**src/rtl/pcs_pkg.sv**
```systemverilog
// Shared types, constants and command/state encodings for the contrast stretch block.
package pcs_pkg;

  localparam int NUM_CH    = 4;
  localparam int CH_W      = 8;
  localparam int DIV_STEPS = CH_W;
  localparam int CNT_W     = $clog2(DIV_STEPS);

  typedef logic [CH_W-1:0] chan_t;
  typedef logic [NUM_CH-1:0][CH_W-1:0] pixel_t;

  localparam chan_t CHAN_MAX = '1;
  localparam chan_t CHAN_MIN = '0;

  typedef enum logic {
    REQ_MEASURE = 1'b0,
    REQ_RESCALE = 1'b1
  } req_t;

  typedef enum logic [1:0] {
    ST_IDLE,
    ST_DIV,
    ST_DONE
  } pcs_state_t;

  typedef struct packed {
    logic take_measure;
    logic take_rescale;
    logic div_step;
    logic out_load;
  } pcs_cmd_t;

endpackage

```
**src/rtl/pcs_if.sv**
```systemverilog
// Valid/ready channel interfaces for pixel requests and rescaled results.
interface pcs_in_if import pcs_pkg::*; ();
  logic  valid;
  logic  ready;
  logic  req_type;
  logic  start_frame;
  chan_t in_alpha;
  chan_t in_red;
  chan_t in_green;
  chan_t in_blue;

  modport source (output valid, req_type, start_frame, in_alpha, in_red, in_green, in_blue,
                  input ready);
  modport sink (input valid, req_type, start_frame, in_alpha, in_red, in_green, in_blue,
                output ready);
endinterface

interface pcs_out_if import pcs_pkg::*; ();
  logic  valid;
  logic  ready;
  chan_t out_alpha;
  chan_t out_red;
  chan_t out_green;
  chan_t out_blue;

  modport source (output valid, out_alpha, out_red, out_green, out_blue, input ready);
  modport sink (input valid, out_alpha, out_red, out_green, out_blue, output ready);
endinterface

```
**src/rtl/pcs_dp.sv**
```systemverilog
// Datapath: channel extrema, per-channel restoring dividers and result register.
module pcs_dp import pcs_pkg::*; (
  input  logic     clk,
  input  logic     rst,
  input  pcs_cmd_t cmd,
  input  logic     start_frame,
  input  pixel_t   pix_in,
  output pixel_t   pix_out
);

  pixel_t lo, hi;
  pixel_t lo_next, hi_next;
  pixel_t base_lo, base_hi;

  // divider state, one per channel
  pixel_t rem, nq, div;
  pixel_t rem_next, nq_next;
  pixel_t rem_load, nq_load, div_load;
  pixel_t force_val, force_val_next;
  logic [NUM_CH-1:0] force_en, force_en_next;

  always_comb begin
    logic              flat, below, above;
    chan_t             diff;
    logic [2*CH_W-1:0] num;
    logic [CH_W:0]     trial;
    logic              ge;
    for (int c = 0; c < NUM_CH; c++) begin
      // start flag clears extrema before the pixel is handled
      base_lo[c] = start_frame ? CHAN_MAX : lo[c];
      base_hi[c] = start_frame ? CHAN_MIN : hi[c];
      lo_next[c] = (pix_in[c] < base_lo[c]) ? pix_in[c] : base_lo[c];
      hi_next[c] = (pix_in[c] > base_hi[c]) ? pix_in[c] : base_hi[c];

      flat  = (base_hi[c] <= base_lo[c]);
      below = (pix_in[c] < base_lo[c]);
      above = (pix_in[c] > base_hi[c]);
      diff  = pix_in[c] - base_lo[c];
      // diff * 255 = (diff << 8) - diff
      num   = {diff, CHAN_MIN} - {CHAN_MIN, diff};
      rem_load[c]       = num[2*CH_W-1:CH_W];
      nq_load[c]        = num[CH_W-1:0];
      div_load[c]       = base_hi[c] - base_lo[c];
      force_en_next[c]  = flat | below | above;
      force_val_next[c] = (!flat && below) ? CHAN_MIN : CHAN_MAX;

      // one restoring step: remainder stays below divisor, quotient fits 8 bits
      trial = {rem[c], nq[c][CH_W-1]};
      ge    = (trial >= {1'b0, div[c]});
      rem_next[c] = ge ? CH_W'(trial - {1'b0, div[c]}) : trial[CH_W-1:0];
      nq_next[c]  = {nq[c][CH_W-2:0], ge};
    end
  end

  always_ff @(posedge clk) begin
    if (rst) begin
      for (int c = 0; c < NUM_CH; c++) begin
        lo[c] <= CHAN_MAX;
        hi[c] <= CHAN_MIN;
      end
    end else if (cmd.take_measure) begin
      lo <= lo_next;
      hi <= hi_next;
    end else if (cmd.take_rescale) begin
      lo <= base_lo;
      hi <= base_hi;
    end
  end

  always_ff @(posedge clk) begin
    if (cmd.take_rescale) begin
      rem       <= rem_load;
      nq        <= nq_load;
      div       <= div_load;
      force_en  <= force_en_next;
      force_val <= force_val_next;
    end else if (cmd.div_step) begin
      rem <= rem_next;
      nq  <= nq_next;
    end
  end

  always_ff @(posedge clk) begin
    if (cmd.out_load) begin
      for (int c = 0; c < NUM_CH; c++) begin
        pix_out[c] <= force_en[c] ? force_val[c] : nq[c];
      end
    end
  end

endmodule

```
**src/rtl/pcs_ctrl.sv**
```systemverilog
// Controller: sequences accept, eight divide steps and result hand-off.
module pcs_ctrl import pcs_pkg::*; (
  input  logic     clk,
  input  logic     rst,
  input  logic     in_valid,
  input  logic     req_type,
  input  logic     out_ready,
  output logic     in_ready,
  output logic     out_valid,
  output pcs_cmd_t cmd
);

  pcs_state_t       state, state_next;
  logic [CNT_W-1:0] cnt, cnt_next;
  logic             out_valid_next;
  logic             out_free;
  logic             is_rescale;
  logic             last_step;

  assign out_free   = !out_valid || out_ready;
  assign is_rescale = (req_t'(req_type) == REQ_RESCALE);
  assign last_step  = (cnt == CNT_W'(DIV_STEPS - 1));

  always_comb begin
    state_next = state;
    case (state)
      ST_IDLE: if (in_valid && is_rescale) state_next = ST_DIV;
      ST_DIV:  if (last_step) state_next = ST_DONE;
      ST_DONE: if (out_free) state_next = ST_IDLE;
      default: state_next = ST_IDLE;
    endcase
  end

  always_comb begin
    in_ready         = (state == ST_IDLE);
    cmd.take_measure = (state == ST_IDLE) && in_valid && !is_rescale;
    cmd.take_rescale = (state == ST_IDLE) && in_valid && is_rescale;
    cmd.div_step     = (state == ST_DIV);
    cmd.out_load     = (state == ST_DONE) && out_free;
  end

  always_comb begin
    cnt_next = (state == ST_DIV) ? cnt + 1'b1 : '0;
    if (cmd.out_load) begin
      out_valid_next = 1'b1;
    end else if (out_ready) begin
      out_valid_next = 1'b0;
    end else begin
      out_valid_next = out_valid;
    end
  end

  always_ff @(posedge clk) begin
    if (rst) begin
      state     <= ST_IDLE;
      cnt       <= '0;
      out_valid <= 1'b0;
    end else begin
      state     <= state_next;
      cnt       <= cnt_next;
      out_valid <= out_valid_next;
    end
  end

  a_rescale_starts_div: assert property (@(posedge clk) disable iff (rst)
    cmd.take_rescale |=> (state == ST_DIV) && (cnt == '0))
    else $error("rescale transaction did not start the divider");

  a_measure_stays_idle: assert property (@(posedge clk) disable iff (rst)
    cmd.take_measure |=> (state == ST_IDLE))
    else $error("measure transaction left idle");

  a_div_length: assert property (@(posedge clk) disable iff (rst)
    (state == ST_DIV) && last_step |=> (state == ST_DONE))
    else $error("divider did not finish after its last step");

  a_no_overwrite: assert property (@(posedge clk) disable iff (rst)
    cmd.out_load |-> (!out_valid || out_ready))
    else $error("pending result overwritten");

endmodule

```
**src/rtl/per_channel_contrast_stretch_top.sv**
```systemverilog
// Top level of the per-channel min/max contrast stretch block.
//
// Channels: in_ch carries one pixel per transaction with req_type and
// start_frame; out_ch carries one rescaled pixel per rescale transaction.
// Usage: stream the image once with req_type = 0 (measure pass) to collect
// per-channel minima and maxima, then again with req_type = 1 (rescale
// pass). start_frame on a transaction resets all extrema (min 255, max 0)
// before that pixel is handled. Measure pixels give no result.
// Per channel: (v - min) * 255 / (max - min), truncated, saturated to
// 0..255; a flat or unmeasured channel (max <= min) gives 255.
// Sequence: a measure pixel is accepted and measured in the idle state. A
// rescale pixel goes through accept, 8 steps of the per-channel restoring
// divider (one quotient bit per step, four channels in parallel), then the
// result register load; the result shows on out_ch the cycle after that.
// Stall: the result register holds while out_ch.ready is low; a new pixel
// is still accepted and measured or divided meanwhile, and the next result
// waits in the divider until the register frees.
// Reset (rst, synchronous): extrema to 255/0, controller idle, no result.
module per_channel_contrast_stretch_top import pcs_pkg::*; (
  input  logic      clk,
  input  logic      rst,
  pcs_in_if.sink    in_ch,
  pcs_out_if.source out_ch
);

  pcs_cmd_t cmd;
  pixel_t   pix_in;
  pixel_t   pix_out;

  // channel 0 alpha, 1 red, 2 green, 3 blue
  assign pix_in = {in_ch.in_blue, in_ch.in_green, in_ch.in_red, in_ch.in_alpha};

  assign out_ch.out_alpha = pix_out[0];
  assign out_ch.out_red   = pix_out[1];
  assign out_ch.out_green = pix_out[2];
  assign out_ch.out_blue  = pix_out[3];

  pcs_ctrl u_ctrl (
    .clk       (clk),
    .rst       (rst),
    .in_valid  (in_ch.valid),
    .req_type  (in_ch.req_type),
    .out_ready (out_ch.ready),
    .in_ready  (in_ch.ready),
    .out_valid (out_ch.valid),
    .cmd       (cmd)
  );

  pcs_dp u_dp (
    .clk         (clk),
    .rst         (rst),
    .cmd         (cmd),
    .start_frame (in_ch.start_frame),
    .pix_in      (pix_in),
    .pix_out     (pix_out)
  );

endmodule
```
**src/flat_wrapper.sv**
```systemverilog
// flat-port wrapper written by rule: the top's interface ports become plain ports
module per_channel_contrast_stretch_top_flat import pcs_pkg::*;
  (clk, rst, in_ch_valid, in_ch_req_type, in_ch_start_frame, in_ch_in_alpha, in_ch_in_red, in_ch_in_green, in_ch_in_blue, in_ch_ready, out_ch_valid, out_ch_out_alpha, out_ch_out_red, out_ch_out_green, out_ch_out_blue, out_ch_ready);
  pcs_in_if in_ch_i ();
  pcs_out_if out_ch_i ();
  input  logic clk;
  input  logic rst;
  input wire logic [$bits(in_ch_i.valid)-1:0] in_ch_valid;
  input wire logic [$bits(in_ch_i.req_type)-1:0] in_ch_req_type;
  input wire logic [$bits(in_ch_i.start_frame)-1:0] in_ch_start_frame;
  input wire logic [$bits(in_ch_i.in_alpha)-1:0] in_ch_in_alpha;
  input wire logic [$bits(in_ch_i.in_red)-1:0] in_ch_in_red;
  input wire logic [$bits(in_ch_i.in_green)-1:0] in_ch_in_green;
  input wire logic [$bits(in_ch_i.in_blue)-1:0] in_ch_in_blue;
  output wire logic [$bits(in_ch_i.ready)-1:0] in_ch_ready;
  output wire logic [$bits(out_ch_i.valid)-1:0] out_ch_valid;
  output wire logic [$bits(out_ch_i.out_alpha)-1:0] out_ch_out_alpha;
  output wire logic [$bits(out_ch_i.out_red)-1:0] out_ch_out_red;
  output wire logic [$bits(out_ch_i.out_green)-1:0] out_ch_out_green;
  output wire logic [$bits(out_ch_i.out_blue)-1:0] out_ch_out_blue;
  input wire logic [$bits(out_ch_i.ready)-1:0] out_ch_ready;
  assign in_ch_i.valid = in_ch_valid;
  assign in_ch_i.req_type = in_ch_req_type;
  assign in_ch_i.start_frame = in_ch_start_frame;
  assign in_ch_i.in_alpha = in_ch_in_alpha;
  assign in_ch_i.in_red = in_ch_in_red;
  assign in_ch_i.in_green = in_ch_in_green;
  assign in_ch_i.in_blue = in_ch_in_blue;
  assign in_ch_ready = in_ch_i.ready;
  assign out_ch_valid = out_ch_i.valid;
  assign out_ch_out_alpha = out_ch_i.out_alpha;
  assign out_ch_out_red = out_ch_i.out_red;
  assign out_ch_out_green = out_ch_i.out_green;
  assign out_ch_out_blue = out_ch_i.out_blue;
  assign out_ch_i.ready = out_ch_ready;
  per_channel_contrast_stretch_top u_core (.clk(clk), .rst(rst), .in_ch(in_ch_i), .out_ch(out_ch_i));
endmodule
```
**config.mk**
```make
export PLATFORM = sky130hd
export DESIGN_NAME = per_channel_contrast_stretch_top_flat
export DESIGN_NICKNAME = d
export VERILOG_FILES = /design/src/rtl/pcs_pkg.sv /design/src/rtl/pcs_if.sv /design/src/rtl/pcs_dp.sv /design/src/rtl/pcs_ctrl.sv /design/src/rtl/per_channel_contrast_stretch_top.sv /design/src/flat_wrapper.sv
export SDC_FILE = /design/constraint.sdc
export NUM_CORES = 1
export LEC_CHECK = 0
export BUFFER_PORTS_ARGS = -buffer_cell sky130_fd_sc_hd__buf_2
export CORE_ASPECT_RATIO = 1.2
export CORE_UTILIZATION = 40
export CTS_CLUSTER_DIAMETER = 200
export CTS_CLUSTER_SIZE = 16
export DETAILED_ROUTE_END_ITERATION = 12
export GPL_TIMING_DRIVEN = 1
export SYNTH_ARGS = -nofsm -noshare
export SYNTH_HDL_FRONTEND = slang
export SYNTH_SLANG_ARGS = --single-unit
```
**constraint.sdc**
```tcl
create_clock -name clk -period 5.1 [get_ports clk]
set_clock_uncertainty 0.2 [all_clocks]
set_input_delay 0.51 -clock clk [delete_from_list [all_inputs] [get_ports clk]]
set_output_delay 0.51 -clock clk [all_outputs]
set_load 0.03 [all_outputs]
```
==> qor.json, run 1 <==
{
  "pwr": {
    "switching_share_pct": 31.8,
    "power_density_cells_nw_per_um2": 281,
    "lkg_pwr_nw": 6.57,
    "power_switching_mw": 1.43,
    "ir_drop_v": 0.000185,
    "power_frac_comb_pct": 27.4,
    "share_seq_of_total_power_pct": 45.2,
    "share_clk_of_total_power_pct": 27.4,
    "p_int_mw": 3.07,
    "total_power_mw": 4.50
  },
  "worst_setup_path": {
    "worst_path_fanout_max": 43,
    "critical_path_arrival_ns": 3.82,
    "critical_path.startpoint_type": "input pin",
    "timing.rr.end": "u_core.u_dp.rem[15]$_DFFE_PP_",
    "worstSetupPathType": "in2reg",
    "required_time_of_the_worst_setup_path_ns": 5.26,
    "timing.critical_path.to_type": "flip-flop",
    "ff2ff_path_depth": 10,
    "r2r_start": "u_core.u_dp.lo[8]$_SDFFE_PP1P_",
    "rrSetupSlack_ns": 1.46
  },
  "clock_network": {
    "clock_tree.buffer_depth": 3,
    "cts_resized": 0,
    "clk_root_buffer_cell": "clkbuf_16",
    "cts.sink_count": 206,
    "cts.clk_slew.worst_paths_ns": 0.07,
    "cts_tree": "built",
    "cts_hold_repair_buffers": 0,
    "number_of_clock_buffers_inserted_by_tritoncts": 16,
    "cts.htree.levels": 1,
    "post_cts.repair.setup_buffers": 0,
    "worstSkewPairLatency_ns": 0.50
  },
  "sta": {
    "max_clock_freq_mhz": 274,
    "final_max_slew_viol_count": 0,
    "timing.final.crit_period_ns": 3.65,
    "fin_hold_ws_ns": 0.0699,
    "rsz0062_at_grt": "no",
    "report.final.setup_viol": 0,
    "totalNegativeSetupSlack_ns": 0,
    "final_critical_path_setup_slack_ns": 1.45,
    "timing_hold_violations_final": 0,
    "timing_worst_slew_pin_value_ns": 1.04,
    "fin_crit_sh_pct": 71.6,
    "worst_slew_margin_rel_pct": 30.8
  },
  "hold_path": {
    "whs_path_depth": 2,
    "hp-class": "in2reg",
    "hold_startpoint": "in_ch_in_blue[0]",
    "end_point_of_the_worst_hold_path": "u_core.u_dp.hi[24]$_SDFFE_PP0P_"
  },
  "floorplan": {
    "die_height_um": 213,
    "design.core.area_um2": 36100,
    "die-area_um2": 37700,
    "die_width_um": 177,
    "start_util_pct": 40.9,
    "ios": 72,
    "placement_rows": 76
  },
  "placed_design": {
    "hpwl_um": 28200,
    "gp_routability_congestion": 0.876,
    "dpl_worst_slack_ns": 0.953,
    "port_buffers": 71
  },
  "layout": {
    "final_cell_mix": "inv_1 (142), edfxtp_1 (136), nor2_1 (129)",
    "p_r_area_growth_vs_syn_pct": 8.60,
    "register_area_um2": 5490,
    "post_route_cells_drive_above_1_share_pct": 8.48,
    "fillerInstances": 3576,
    "layout_commonest_cell": "inv_1",
    "total_area_of_multi_input_combinational_cells_um2": 8460,
    "final_net_count": 1836,
    "antenna_cells_inserted": 0
  },
  "synthesis": {
    "synth_flop_cell": "edfxtp_1",
    "seq_total_area_yosys_pct": 37.1,
    "number_of_nets_in_the_synthesized_netlist": 1802,
    "synth.largest_area_cell": "edfxtp_1",
    "synth.ff_latch_count": 206,
    "post_syn_area_um2": 14800,
    "synth_largest_type_area_fraction_pct": 27.6,
    "number_of_flops_mapped_to_enable_cells_by_yosys": 136,
    "synth-async-reset-ratio_pct": 0,
    "yosys_warnings": 0,
    "yosys.cell_types.count": 88,
    "average_cell_area_after_synthesis_um2": 8.93,
    "ys_top_cells_by_area": "edfxtp_1 (28%), dfxtp_1 (9.5%), ha_1 (8.6%)",
    "netlist_instances": 1654
  },
  "grt": {
    "antenna_found_initial": 0,
    "grt_first_pass_wirelength_um": 60100,
    "grt_remaining_overflow": 0,
    "grt_util_all_layers_pct": 20.0,
    "pin_count_of_the_biggest_net_entering_global_routing": 92,
    "grt_pass1_vias": 11488
  },
  "flow_run": {
    "cap_violations": 0
  },
  "routing": {
    "detail_route.wl_per_cell_um": 17.3,
    "route.detailed.drc": 0,
    "drt-initial-drc-count": 736,
    "aggregate_routed_wire_length_um": 37500,
    "firstDrtPassIters": 5,
    "drtAntennaViolNets": 0,
    "detail_route.vias_per_cell": 5.51,
    "detailroute.via_count": 11932
  },
  "outcome": {
    "run_status": "finished clean"
  }
}
==> per-layer routing <==
metal / global-route usage, % / part of all wire (%)
met5: 0 / 0
met4: 4.60 / 1.6
met3: 1.75 / 4.0
met2: 33.9 / 47
met1: 27.3 / 47
==> sequential cells by signal, indices dropped and copies added, names as in the netlist <==
name and flops:
u_core.u_ctrl.state 2, u_core.u_dp.pix_out 32, u_core.u_ctrl.out_valid 1, u_core.u_dp.div 32, u_core.u_dp.lo 32, u_core.u_dp.hi 32
u_core.u_dp.rem 32, u_core.u_ctrl.cnt 3, u_core.u_dp.nq 32, u_core.u_dp.force_en 4, u_core.u_dp.force_val 4
==> power by group through the flow <==
stage / Clock (mW) / Sequential [mW] / Combinational [mW]
2_1_floorplan: 0 / 2.03 / 0.938
3_3_place_gp: 0 / 2.07 / 1.21
3_5_place_dp: 0 / 2.07 / 1.23
4_1_cts: 1.28 / 2.03 / 1.24
5_1_grt: 1.32 / 2.05 / 1.38
6_report: 1.24 / 2.03 / 1.23
==> cell usage after synthesis (6+ instances only) <==
master    count
a31oi_1      13
inv_1       143
nand2_1     129
mux2i_1      21
ha_1        102
nor2b_1      56
nand3b_1     10
o31ai_1      15
and3_1        9
o22ai_1      13
o21ai_1       6
or2_2         9
maj3_1       16
a21boi_0     10
dfxtp_1      70
nor3_1       32
o21a_1       11
nand2b_1     45
or3_1         9
edfxtp_1    136
nor3b_1      20
o211ai_1     20
a211oi_1     10
xnor2_1      45
buf_1         8
clkbuf_1     48
a22o_1       33
xor2_1       47
and2_1       17
a31o_2        8
fa_1          8
o21bai_1     17
buf_2         6
a21o_1       27
nor2_1      130
nand3_1      29
o21ai_0     114
nand4_1      14
a21oi_1      98
==> worst max-delay path by stage <==
stage	start	end	slack [ns]	depth (start not counted)
final	in_ch_start_frame	u_core.u_dp.rem[24]$_DFFE_PP_	1.45	15
after global routing	in_ch_start_frame	u_core.u_dp.rem[24]$_DFFE_PP_	1.14	15
after CTS	in_ch_start_frame	u_core.u_dp.rem[24]$_DFFE_PP_	1.49	15
after detailed placement	in_ch_start_frame	u_core.u_dp.rem[24]$_DFFE_PP_	0.95	15
after global placement	in_ch_start_frame	u_core.u_dp.rem[24]$_DFFE_PP_	1.03	15
after floorplan	in_ch_start_frame	u_core.u_dp.rem[16]$_DFFE_PP_	0.06	18
==> through the flow <==
step	utilization (%)	cells	instance area, µm²
after floorplan	-	1654	14800
after global placement	43.1	2138	15600
after detailed placement	43.1	2138	15600
after CTS	44.4	2166	16000
after global routing	44.4	2166	16000
final	44.4	2166	16000
==> cells by family after synthesis <==
kind of cell / share of synthesized area (%)
fa+ha+maj: 10.8
mux: 1.58
buf+inv: 5.72
flops: 37.1
simple gates: 18.8
compound gates: 20.2
xor+xnor: 5.79
==> final cells by class <==
type                            count  share of cell area (%)
Sequential cell                   206                    34.2
Tap cell                          468                    3.65
Multi-Input combinational cell   1235                    52.8
Clock buffer                       27                    2.89
Timing Repair Buffer               85                    3.12
Inverter                          144                    3.37
Clock inverter                      1                  0.0234
==> critical path, stage by stage <==
cell	delay [ns]
buf_4	0.37
buf_4	0.49
nor2_1	0.11
inv_1	0.09
ha_1	0.20
inv_1	0.06
ha_1	0.22
nand2_1	0.08
a21oi_1	0.06
a32oi_1	0.31
o32ai_2	0.16
xnor2_1	0.38
o21ai_1	0.25
or4_1	0.43
nand3_1	0.09
No activity file was read; power rests on OpenSTA's default activity.
==> run 2: changes to the inputs <==
Clock period 5.1 ns to 3.4 ns, I/O delays scaled along.
==> qor.json, run 2 (synthesis results as in run 1) <==
{
  "outcome": {
    "run_status": "finished clean"
  },
  "grt": {
    "antenna_found_initial": 0,
    "grt_remaining_overflow": 0,
    "pin_count_of_the_biggest_net_entering_global_routing": 92,
    "grt_pass1_vias": 11526,
    "grt_util_all_layers_pct": 19.6,
    "grt_first_pass_wirelength_um": 59200
  },
  "floorplan": {
    "die-area_um2": 37700,
    "design.core.area_um2": 36100,
    "die_height_um": 213,
    "die_width_um": 177,
    "ios": 72,
    "placement_rows": 76,
    "start_util_pct": 40.9
  },
  "placed_design": {
    "port_buffers": 71,
    "dpl_worst_slack_ns": -0.0690,
    "gp_routability_congestion": 0.883,
    "hpwl_um": 28400,
    "cell_total_after_placement": 2193
  },
  "layout": {
    "p_r_area_growth_vs_syn_pct": 14.8,
    "final_net_count": 1910,
    "antenna_cells_inserted": 0,
    "final_cell_mix": "inv_1 (139), edfxtp_1 (136), nor2_1 (128)",
    "layout_commonest_cell": "inv_1",
    "fin_cells": 2239,
    "fillerInstances": 3474,
    "utilization_pct": 46.9,
    "post_route_cells_drive_above_1_share_pct": 14.9
  },
  "routing": {
    "drt-initial-drc-count": 797,
    "route.detailed.drc": 0,
    "detail_route.vias_per_cell": 5.42,
    "drtAntennaViolNets": 0,
    "aggregate_routed_wire_length_um": 36900,
    "firstDrtPassIters": 5,
    "detailroute.via_count": 12129,
    "detail_route.wl_per_cell_um": 16.5
  },
  "clock_network": {
    "cts.clk_slew.worst_paths_ns": 0.07,
    "cts.htree.levels": 1,
    "clock_tree.buffer_depth": 3,
    "clk_root_buffer_cell": "clkbuf_16",
    "worstSkewPairLatency_ns": 0.50,
    "cts_tree": "built",
    "number_of_clock_buffers_inserted_by_tritoncts": 16,
    "cts.sink_count": 206
  },
  "pwr": {
    "ir_drop_v": 0.000319,
    "total_power_mw": 6.85,
    "power_density_cells_nw_per_um2": 404,
    "lkg_pwr_nw": 6.97
  },
  "sta": {
    "final_critical_path_setup_slack_ns": 0.136,
    "fin_crit_sh_pct": 96.0,
    "timing_worst_slew_pin_value_ns": 0.995,
    "max_clock_freq_mhz": 306,
    "worst_slew_margin_rel_pct": 33.5,
    "report.final.setup_viol": 0,
    "final_max_slew_viol_count": 0,
    "timing.final.crit_period_ns": 3.26,
    "timing_hold_violations_final": 0
  },
  "flow_run": {
    "cap_violations": 0
  },
  "worst_setup_path": {
    "required_time_of_the_worst_setup_path_ns": 3.54,
    "worst_path_fanout_max": 3,
    "timing.critical_path.to_type": "flip-flop",
    "worstSetupPathType": "in2reg",
    "critical_path_arrival_ns": 3.40,
    "critical_path.startpoint_type": "input pin"
  },
  "hold_path": {
    "hp-class": "in2reg"
  }
}
run 2: final timing paths:
| path | start | to | slack, ns | depth (start not counted) |
|---|---|---|---|---|
| worst max-delay path | in_ch_in_green[0] | u_core.u_dp.rem[16]$_DFFE_PP_ | 0.14 | 13 |
| worst min-delay path | in_ch_in_blue[5] | u_core.u_dp.hi[29]$_SDFFE_PP0P_ | 0.01 | 2 |
| worst max register to register | u_core.u_dp.lo[9]$_SDFFE_PP1P_ | u_core.u_dp.rem[14]$_DFFE_PP_ | 0.19 | 11 |
| worst min register to register | u_core.u_ctrl.cnt[0]$_SDFF_PP0_ | u_core.u_ctrl.cnt[0]$_SDFF_PP0_ | 0.23 | 1 |
run 2: metrics by stage:
step | cell area, µm² | hold WS, ns | setup TNS, ns
2_1_floorplan | 15200 | 0.208 | -19.71
3_3_place_gp | 16300 | 0.219 | 0
3_5_place_dp | 16300 | 0.231 | -0.200
4_1_cts | 16900 | 0.00400 | 0
5_1_grt | 17000 | 0.0113 | -0.0360
6_report | 17000 | 0.0113 | 0
run 2: what timing repair did:
action                                 CTS  global route
setup buffers                            0             1
setup endpoints to repair                0             2
endpoints found under the hold margin   25             0
resized for setup                        0             1
hold buffers                            18             0
run 2: critical path, cell delays in order:
cell           delay (ns)
dlygate4sd3_1        0.55
buf_2                0.15
inv_1                0.14
ha_4                 0.16
inv_2                0.04
ha_4                 0.14
or4_1                0.46
a32o_2               0.30
xnor2_2              0.19
nand3_2              0.13
nor4b_4              0.25
or4b_1               0.47
o221ai_1             0.08
run 2: area by class of cell:
type | instances | area, µm² | share of cell area, %
multi-input cells | 1235 | 8790 | 51.8
flip-flops and latches | 206 | 5490 | 32.3
repair buffers | 159 | 1100 | 6.49
well taps | 468 | 586 | 3.45
inverters | 144 | 541 | 3.19
clock buffers | 26 | 459 | 2.71
clock inverters | 1 | 3.75 | 0.0221
run 2: where the power goes:
group | total (mW) | switching, mW | internal (mW)
Sequential | 3.04 | 0.124 | 2.92
Clock | 1.83 | 0.898 | 0.928
Combinational | 1.98 | 1.13 | 0.852
Total | 6.85 | 2.15 | 4.70
run 2: per-layer routing:
layer / track usage [%] / vias to the layer above / part of all wire, %
met4: 4.10 / 0 / 1.3
met5: 0 / - / 0
met3: 1.90 / 32 / 4.6
li1: - / 6171 / -
met2: 30.7 / 261 / 44
met1: 28.9 / 5665 / 50
